`src/design/max_priority_queue_sorted_assert.svh`:
```
// ----------------------------------------------------------------------------
// max_priority_queue_sorted_assert.svh
// Assertion macros for the sorted max-priority queue.
// ----------------------------------------------------------------------------
`ifndef MAX_PRIORITY_QUEUE_SORTED_ASSERT_SVH
`define MAX_PRIORITY_QUEUE_SORTED_ASSERT_SVH

`ifndef SYNTH

`define MPQS_ASSERT_IMP(lbl, clk, rst_n, ante, cons, msg) \
    lbl: assert property (@(posedge clk) disable iff (!rst_n) (ante) |-> (cons)) \
        else $error(msg);

`define MPQS_ASSERT_NXT(lbl, clk, rst_n, ante, cons, msg) \
    lbl: assert property (@(posedge clk) disable iff (!rst_n) (ante) |=> (cons)) \
        else $error(msg);

`else

`define MPQS_ASSERT_IMP(lbl, clk, rst_n, ante, cons, msg)

`define MPQS_ASSERT_NXT(lbl, clk, rst_n, ante, cons, msg)

`endif

`endif

```
`src/design/mpqs_pkg.sv`:
```
// ----------------------------------------------------------------------------
// mpqs_pkg
// Constants, codes and types shared by the sorted max-priority queue.
// ----------------------------------------------------------------------------
package mpqs_pkg;

    localparam int CAPACITY = 16;
    localparam int ADDR_W   = (CAPACITY > 1) ? $clog2(CAPACITY) : 1;
    localparam int CNT_W    = $clog2(CAPACITY + 1);
    localparam int DATA_W   = 32;

    typedef enum logic [1:0] {
        REQ_PUSH = 2'd0,
        REQ_POP  = 2'd1,
        REQ_PEEK = 2'd2,
        REQ_RSVD = 2'd3
    } t_req;

    typedef enum logic [1:0] {
        ST_OK    = 2'd0,
        ST_FULL  = 2'd1,
        ST_EMPTY = 2'd2,
        ST_RSVD  = 2'd3
    } t_status;

endpackage

```
`src/design/mpqs_if.sv`:
```
// ----------------------------------------------------------------------------
// mpqs_if
// Request and result channels of the sorted max-priority queue.
// ----------------------------------------------------------------------------
interface mpqs_req_if;
    logic                                valid;
    logic                                ready;
    logic        [1:0]                   req_type;
    logic signed [mpqs_pkg::DATA_W-1:0]  value;

    modport source (output valid, output req_type, output value, input ready);
    modport sink   (input valid, input req_type, input value, output ready);
endinterface

interface mpqs_rsp_if;
    logic                                valid;
    logic                                ready;
    logic signed [mpqs_pkg::DATA_W-1:0]  top_value;
    logic                                top_valid;
    logic        [4:0]                   entry_count;
    logic        [1:0]                   status;

    modport source (output valid, output top_value, output top_valid,
                    output entry_count, output status, input ready);
    modport sink   (input valid, input top_value, input top_valid,
                    input entry_count, input status, output ready);
endinterface

```
`src/design/mpqs_ram.sv`:
```
// ----------------------------------------------------------------------------
// mpqs_ram
// Generic single-write, single-read RAM with registered read data.
// ----------------------------------------------------------------------------
module mpqs_ram #(
    parameter int WIDTH = 32,
    parameter int DEPTH = 16
) (
    input  logic                                    i_clk,
    input  logic                                    i_we,
    input  logic [(DEPTH > 1 ? $clog2(DEPTH) : 1)-1:0] i_waddr,
    input  logic [WIDTH-1:0]                        i_wdata,
    input  logic [(DEPTH > 1 ? $clog2(DEPTH) : 1)-1:0] i_raddr,
    output logic [WIDTH-1:0]                        o_rdata
);

    logic [WIDTH-1:0] r_mem [DEPTH];

    always_ff @(posedge i_clk) begin
        if (i_we) begin
            r_mem[i_waddr] <= i_wdata;
        end
        o_rdata <= r_mem[i_raddr];
    end

endmodule

```
`src/design/max_priority_queue_sorted.sv`:
```
// ----------------------------------------------------------------------------
// max_priority_queue_sorted
// Bounded max-priority queue held in ascending order in a RAM.
// ----------------------------------------------------------------------------
// Takes one request at a time (push, pop or peek) and answers each with the
// largest stored value, a valid flag, the entry count and a status. A push
// walks down from the top through the RAM, one read and one compare per
// cycle, shifting larger entries up by one. A pop that leaves entries reads
// the new top from the RAM. The request channel is ready again once the
// result is in the output register.
// ----------------------------------------------------------------------------
`include "max_priority_queue_sorted_assert.svh"

module max_priority_queue_sorted (
    input  logic             i_clk,
    input  logic             i_rst_n,
    mpqs_req_if.sink         i_req,
    mpqs_rsp_if.source       o_rsp
);

    typedef enum logic [2:0] {
        S_IDLE,
        S_CMP,
        S_PLACE,
        S_POPRD,
        S_DONE
    } t_state;

    t_state                                r_state, n_state;
    logic        [mpqs_pkg::CNT_W-1:0]     r_count, n_count;
    logic        [mpqs_pkg::CNT_W-1:0]     r_pos, n_pos;
    logic signed [mpqs_pkg::DATA_W-1:0]    r_val, n_val;
    logic signed [mpqs_pkg::DATA_W-1:0]    r_top, n_top;
    mpqs_pkg::t_status                     r_status, n_status;

    logic                                  r_out_valid;
    logic signed [mpqs_pkg::DATA_W-1:0]    r_out_top;
    logic                                  r_out_top_valid;
    logic        [4:0]                     r_out_count;
    mpqs_pkg::t_status                     r_out_status;

    logic                                  w_we;
    logic        [mpqs_pkg::ADDR_W-1:0]    w_waddr;
    logic        [mpqs_pkg::DATA_W-1:0]    w_wdata;
    logic        [mpqs_pkg::ADDR_W-1:0]    w_raddr;
    logic        [mpqs_pkg::DATA_W-1:0]    w_rdata;
    logic                                  w_req_acc;
    logic                                  w_out_free;
    logic                                  w_greater;
    mpqs_pkg::t_req                        w_req_type;

    mpqs_ram #(
        .WIDTH (mpqs_pkg::DATA_W),
        .DEPTH (mpqs_pkg::CAPACITY)
    ) u_store (
        .i_clk   (i_clk),
        .i_we    (w_we),
        .i_waddr (w_waddr),
        .i_wdata (w_wdata),
        .i_raddr (w_raddr),
        .o_rdata (w_rdata)
    );

    assign i_req.ready = (r_state == S_IDLE);
    assign w_req_acc   = i_req.valid && i_req.ready;
    assign w_out_free  = !r_out_valid || o_rsp.ready;
    assign w_greater   = $signed(w_rdata) > r_val;
    assign w_req_type  = mpqs_pkg::t_req'(i_req.req_type);

    assign o_rsp.valid       = r_out_valid;
    assign o_rsp.top_value   = r_out_top;
    assign o_rsp.top_valid   = r_out_top_valid;
    assign o_rsp.entry_count = r_out_count;
    assign o_rsp.status      = r_out_status;

    always_comb begin
        n_state  = r_state;
        n_count  = r_count;
        n_pos    = r_pos;
        n_val    = r_val;
        n_top    = r_top;
        n_status = r_status;
        w_we     = 1'b0;
        w_waddr  = r_pos[mpqs_pkg::ADDR_W-1:0];
        w_wdata  = r_val;
        w_raddr  = '0;
        unique case (r_state)
            S_IDLE: begin
                if (w_req_acc) begin
                    n_status = mpqs_pkg::ST_OK;
                    n_state  = S_DONE;
                    unique case (w_req_type)
                        mpqs_pkg::REQ_PUSH: begin
                            n_val = i_req.value;
                            n_pos = r_count;
                            if (r_count >= mpqs_pkg::CNT_W'(mpqs_pkg::CAPACITY)) begin
                                n_status = mpqs_pkg::ST_FULL;
                            end else if (r_count == '0) begin
                                w_we    = 1'b1;
                                w_waddr = '0;
                                w_wdata = i_req.value;
                                n_top   = i_req.value;
                                n_count = r_count + 1'b1;
                            end else begin
                                w_raddr = mpqs_pkg::ADDR_W'(r_count - 1'b1);
                                n_state = S_CMP;
                            end
                        end
                        mpqs_pkg::REQ_POP: begin
                            if (r_count == '0) begin
                                n_status = mpqs_pkg::ST_EMPTY;
                            end else begin
                                n_count = r_count - 1'b1;
                                if (r_count == mpqs_pkg::CNT_W'(1)) begin
                                    n_top = '0;
                                end else begin
                                    w_raddr = mpqs_pkg::ADDR_W'(r_count - 2'd2);
                                    n_state = S_POPRD;
                                end
                            end
                        end
                        mpqs_pkg::REQ_PEEK,
                        mpqs_pkg::REQ_RSVD: begin
                        end
                        default: begin
                        end
                    endcase
                end
            end
            S_CMP: begin
                w_we = 1'b1;
                if (w_greater) begin
                    // shift the larger entry up one place
                    w_wdata = w_rdata;
                    n_pos   = r_pos - 1'b1;
                    if (r_pos == mpqs_pkg::CNT_W'(1)) begin
                        n_state = S_PLACE;
                    end else begin
                        w_raddr = mpqs_pkg::ADDR_W'(r_pos - 2'd2);
                    end
                end else begin
                    if (r_pos == r_count) begin
                        n_top = r_val;
                    end
                    n_count = r_count + 1'b1;
                    n_state = S_DONE;
                end
            end
            S_PLACE: begin
                w_we    = 1'b1;
                n_count = r_count + 1'b1;
                n_state = S_DONE;
            end
            S_POPRD: begin
                n_top   = $signed(w_rdata);
                n_state = S_DONE;
            end
            S_DONE: begin
                if (w_out_free) begin
                    n_state = S_IDLE;
                end
            end
            default: begin
                n_state = S_IDLE;
            end
        endcase
    end

    always_ff @(posedge i_clk) begin
        if (!i_rst_n) begin
            r_state     <= S_IDLE;
            r_count     <= '0;
            r_out_valid <= 1'b0;
        end else begin
            r_state  <= n_state;
            r_count  <= n_count;
            r_pos    <= n_pos;
            r_val    <= n_val;
            r_top    <= n_top;
            r_status <= n_status;
            if (r_state == S_DONE && w_out_free) begin
                r_out_valid     <= 1'b1;
                r_out_top       <= (r_count == '0) ? '0 : r_top;
                r_out_top_valid <= (r_count != '0);
                r_out_count     <= 5'(r_count);
                r_out_status    <= r_status;
            end else if (o_rsp.ready) begin
                r_out_valid <= 1'b0;
            end
        end
    end

    `MPQS_ASSERT_IMP(a_count_bound, i_clk, i_rst_n, 1'b1, r_count <= mpqs_pkg::CNT_W'(mpqs_pkg::CAPACITY), "entry count above capacity")
    `MPQS_ASSERT_IMP(a_cmp_pos, i_clk, i_rst_n, r_state == S_CMP, r_pos != '0 && r_pos <= r_count, "compare position out of range")
    `MPQS_ASSERT_IMP(a_write_state, i_clk, i_rst_n, w_we, r_state == S_IDLE || r_state == S_CMP || r_state == S_PLACE, "store write outside a push")
    `MPQS_ASSERT_NXT(a_pop_count, i_clk, i_rst_n, w_req_acc && i_req.req_type == mpqs_pkg::REQ_POP && r_count != '0, r_count == $past(r_count) - 1'b1, "pop did not drop the count")
    `MPQS_ASSERT_NXT(a_done_load, i_clk, i_rst_n, r_state == S_DONE && w_out_free, r_out_valid && r_state == S_IDLE, "result not loaded on completion")

endmodule
```
`src/flat_wrapper.sv`:
```
// flat-port wrapper written by rule: the top's interface ports become plain ports
module max_priority_queue_sorted_flat 
  (i_clk, i_rst_n, i_req_valid, i_req_req_type, i_req_value, i_req_ready, o_rsp_valid, o_rsp_top_value, o_rsp_top_valid, o_rsp_entry_count, o_rsp_status, o_rsp_ready);
  mpqs_req_if i_req_i ();
  mpqs_rsp_if o_rsp_i ();
  input  logic i_clk;
  input  logic i_rst_n;
  input wire logic [$bits(i_req_i.valid)-1:0] i_req_valid;
  input wire logic [$bits(i_req_i.req_type)-1:0] i_req_req_type;
  input wire logic [$bits(i_req_i.value)-1:0] i_req_value;
  output wire logic [$bits(i_req_i.ready)-1:0] i_req_ready;
  output wire logic [$bits(o_rsp_i.valid)-1:0] o_rsp_valid;
  output wire logic [$bits(o_rsp_i.top_value)-1:0] o_rsp_top_value;
  output wire logic [$bits(o_rsp_i.top_valid)-1:0] o_rsp_top_valid;
  output wire logic [$bits(o_rsp_i.entry_count)-1:0] o_rsp_entry_count;
  output wire logic [$bits(o_rsp_i.status)-1:0] o_rsp_status;
  input wire logic [$bits(o_rsp_i.ready)-1:0] o_rsp_ready;
  assign i_req_i.valid = i_req_valid;
  assign i_req_i.req_type = i_req_req_type;
  assign i_req_i.value = i_req_value;
  assign i_req_ready = i_req_i.ready;
  assign o_rsp_valid = o_rsp_i.valid;
  assign o_rsp_top_value = o_rsp_i.top_value;
  assign o_rsp_top_valid = o_rsp_i.top_valid;
  assign o_rsp_entry_count = o_rsp_i.entry_count;
  assign o_rsp_status = o_rsp_i.status;
  assign o_rsp_i.ready = o_rsp_ready;
  max_priority_queue_sorted u_core (.i_clk(i_clk), .i_rst_n(i_rst_n), .i_req(i_req_i), .o_rsp(o_rsp_i));
endmodule
```
`config.mk`:
```
export PLATFORM = sky130hd
export DESIGN_NAME = max_priority_queue_sorted_flat
export DESIGN_NICKNAME = d
export VERILOG_FILES = /design/src/design/mpqs_pkg.sv /design/src/design/mpqs_if.sv /design/src/design/mpqs_ram.sv /design/src/design/max_priority_queue_sorted.sv /design/src/flat_wrapper.sv
export VERILOG_INCLUDE_DIRS = /design/src /design/src/design
export SDC_FILE = /design/constraint.sdc
export NUM_CORES = 1
export LEC_CHECK = 0
export BUFFER_PORTS_ARGS = -buffer_cell sky130_fd_sc_hd__buf_2
export CORE_MARGIN = 8
export CORE_UTILIZATION = 62
export DETAILED_ROUTE_END_ITERATION = 6
export PLACE_DENSITY_LB_ADDON = 0.2
export SYNTH_ARGS = -nofsm -noshare
export SYNTH_HDL_FRONTEND = slang
export SYNTH_SLANG_ARGS = --single-unit
```
`constraint.sdc`:
```
create_clock -name i_clk -period 5.5 [get_ports i_clk]
set_input_delay 0.55 -clock i_clk [delete_from_list [all_inputs] [get_ports i_clk]]
set_output_delay 0.55 -clock i_clk [all_outputs]
set_load 0.05 [all_outputs]
```
==> impl_metrics.json <==
{
  "status": "completed",
  "synth_compound_area_share_pct": 7.232,
  "setup_viol": 0,
  "cp.arrival_ns": 5.18,
  "p_clk_share_pct": 39.3,
  "post_cts_resized": 0,
  "synthesis.instances": 1677,
  "io_pins": 80,
  "synth_edf_count": 623,
  "hold_viol_final": 0,
  "grt_pass1_vias": 15506,
  "antenna_found_initial": 2,
  "dp_hpwl_mm": 39.53,
  "pwr-share-seq_pct": 51.7,
  "synth_cell_types": 64,
  "dieArea_sq_um": 50280,
  "syn_area_sq_um": 26890,
  "p_switching_w": 0.002638,
  "grt_overflow": 0,
  "syn_avg_cell_area_sq_um": 16.03,
  "diodes": 0,
  "fmax_mhz": 211.4,
  "dieWidth_microns": 224.2,
  "clkSinkCount": 664,
  "cts_made_buffers": 67,
  "power_w": 0.01125,
  "drt_wl_total_mm": 67.87,
  "finalMaxSlewViolations": 0,
  "tns_ns": 0,
  "initial_core_util_pct": 62.55,
  "drive_above_1_share_pct": 16.21,
  "cap_viol_max_count": 0,
  "comb_power_share_pct": 9.0,
  "clk_pin_slew_ns": 0.06,
  "dr.pass1.iters": 5,
  "switching_share_pct": 23.45,
  "post-cts-setup-buffers": 0,
  "drc": 0,
  "io_buffers": 79,
  "postRouteAntennaNets": 0,
  "ys_seq_area_share_pct": 72.64,
  "clock_path_buffers": 3,
  "relSlewSlack_pct": 12.96,
  "ctsHtreeMaxLevel": 3,
  "internal-power_w": 0.008611,
  "gp_congestion": 0.8535,
  "postPlaceCellArea_sq_um": 28310,
  "num_vias": 15880,
  "critPathRequiredTime_ns": 5.95,
  "synthXorXnorAreaFrac_pct": 0.5212,
  "hold_depth": 1,
  "p_per_area_nw_per_um2": 369.9,
  "synth.ff_latch_count": 664,
  "synthFlopType": "edfxtp_1",
  "leakage_nw": 10.51,
  "cts_tree": "yes",
  "clk_latency_ns": 0.59,
  "wire_per_inst_microns": 27.79,
  "synth.yosys.warnings": 0,
  "vdd_ir_drop_max_mv": 0.3063,
  "final_nets": 1886,
  "rsz0062_at_grt": "no",
  "regToRegStartpoint": "u_core.r_val[31]",
  "reg2reg_to": "u_core.u_store.o_rdata[20]",
  "period_share_pct": 86.02,
  "final_area_sq_um": 30420,
  "via_per_inst": 6.503,
  "cp_max_fo": 44,
  "hp-start": "i_req_value[25]",
  "synthAdderAreaFrac_pct": 1.955,
  "row_count": 76,
  "start_kind": "register",
  "grtUsageTotal_pct": 26.49,
  "hold_ws_ns": 0.1968,
  "end_kind": "register",
  "hold_buffers": 0,
  "min_period_ns": 4.731,
  "tightest_slew_ns": 1.306,
  "worstHoldEndpoint": "u_core.r_val[25]",
  "hold_path.class": "input port to register",
  "r2r_slack_ns": 0.77,
  "yosys.area_share.simple_pct": 4.719,
  "grt_max_degree": 52,
  "clock_skew_ns": 0.02395,
  "async_reset_ff_share_pct": 0,
  "first_iter_violations": 2127,
  "core-area_sq_um": 42980,
  "areaGrowthSynthToFinish_pct": 13.13,
  "die_h_microns": 224.2,
  "final_util_pct": 70.76,
  "grt_pass1_wl_mm": 98.79,
  "clock-root-buffer": "clkbuf_16",
  "synth_nets": 1757,
  "crit_type": "register to register",
  "synth_mux_area_share_pct": 10.82,
  "synth_top_family_by_area": "multiplexers",
  "rr_worst_depth": 12
}
[metrics by stage]
stage	instances	worst slack, ns
floorplan	1677	0.5673
global placement	2322	1.040
detailed placement	2322	0.8877
CTS	2442	0.8659
global route	2442	0.5183
finish	2442	0.7688
[power by group through the flow]
stage / sequential (W) / clock, W / combinational [W]
final: 0.00582 / 0.00442 / 0.00102
after global routing: 0.00582 / 0.00464 / 0.00109
after CTS: 0.00581 / 0.00445 / 0.00101
after detailed placement: 0.00592 / 0 / 0.000998
after global placement: 0.00591 / 0 / 0.000983
after floorplan: 0.00595 / 0 / 0.000610
[cells by family after synthesis]
group           Yosys count
fa+ha+maj                42
flops                   664
buf+inv                 127
compound gates          304
xor+xnor                 16
mux                     284
simple gates            240
[flip-flops by register name, indices dropped and copies added, names as in the netlist]
name and flops:
u_core.r_count 5, u_core.r_pos 5, u_core.o_rsp.entry_count 5, u_core.r_status 2
u_core.r_top 32, u_core.u_store.o_rdata 32, u_core.o_rsp.status 2, u_core.u_store.r_mem 512
u_core.r_state 3, u_core.r_val 32, u_core.o_rsp.top_value 32, u_core.o_rsp.top_valid 1
u_core.o_rsp.valid 1
[synthesized netlist by cell type (4+ instances only)]
master / instances / area share [%]
a211oi_1: 4 / 0.11
mux2_2: 28 / 1.2
a21oi_1: 56 / 1.0
o211ai_1: 6 / 0.17
inv_1: 44 / 0.61
or4_1: 31 / 0.87
mux2i_1: 237 / 8.8
a22o_1: 21 / 0.68
o22ai_1: 133 / 3.1
xor2_1: 7 / 0.23
nand4_1: 9 / 0.21
buf_2: 27 / 0.50
edfxtp_1: 623 / 70
buf_4: 4 / 0.11
xnor2_1: 9 / 0.29
and2_1: 37 / 0.86
o21ai_0: 45 / 0.84
buf_6: 6 / 0.25
o21a_1: 8 / 0.22
nor2_1: 34 / 0.47
nand2b_1: 5 / 0.12
dfxtp_1: 41 / 3.1
nor3_1: 7 / 0.13
nand2_1: 68 / 0.95
mux2_1: 17 / 0.71
nand3_1: 28 / 0.52
clkbuf_1: 42 / 0.59
a2111oi_0: 8 / 0.26
ha_1: 42 / 2.0
[layout by cell type, fill, tap and decap left out, drive strengths merged, types with 21 or more instances in the layout]
cell / n
nand2: 69
buf: 142
mux2i: 238
dfxtp: 41
a21oi: 56
o21ai: 50
ha: 42
clkbuf: 91
mux2: 46
or4: 31
edfxtp: 623
nand3: 28
and2: 37
a22o: 21
inv: 50
nor2: 34
o22ai: 133
[how the worst max path moves through the flow]
stage                           start                            to  slack (ns)  depth (start not counted)
floorplan           u_core.r_state[0]    u_core.u_store.r_mem[1][0]        0.57                          8
global placement     u_core.r_val[29]  u_core.u_store.r_mem[11][15]        1.04                         12
detailed placement   u_core.r_val[29]  u_core.u_store.r_mem[12][15]        0.89                         12
CTS                  u_core.r_val[29]   u_core.u_store.r_mem[2][15]        0.87                         12
global route         u_core.r_val[29]   u_core.u_store.r_mem[0][15]        0.52                         12
finish               u_core.r_val[31]    u_core.u_store.o_rdata[20]        0.77                         12
[critical path: stages, from the launching register on]
cell	delay, ns
edfxtp_1	0.35
inv_1	0.06
ha_1	0.45
nand4_1	0.19
nor4_2	0.55
nand2b_1	0.23
o31ai_4	0.12
mux2_4	0.31
o21a_4	0.63
buf_4	0.69
mux2i_1	0.27
o22ai_1	0.11
or4_1	0.56
[routing by layer]
layer / track usage, % / routed length (microns) / vias to the layer above
met2: 42.05 / 31760 / 906
met5: 0 / 25 / -
met4: 9.981 / 2222 / 4
met1: 35.89 / 26710 / 7957
li1: - / - / 6849
met3: 5.901 / 7156 / 164
[layout make-up]
cell class | instances | area (sq um)
Sequential cell | 664 | 19530
Fill cell | 2778 | 12570
Timing Repair Buffer | 142 | 918.4
Clock buffer | 91 | 1839
Multi-Input combinational cell | 886 | 6957
Tap cell | 585 | 732.0
Inverter | 45 | 168.9
Clock inverter | 29 | 270.3
Note: power is estimated with default switching activity, not from simulation.
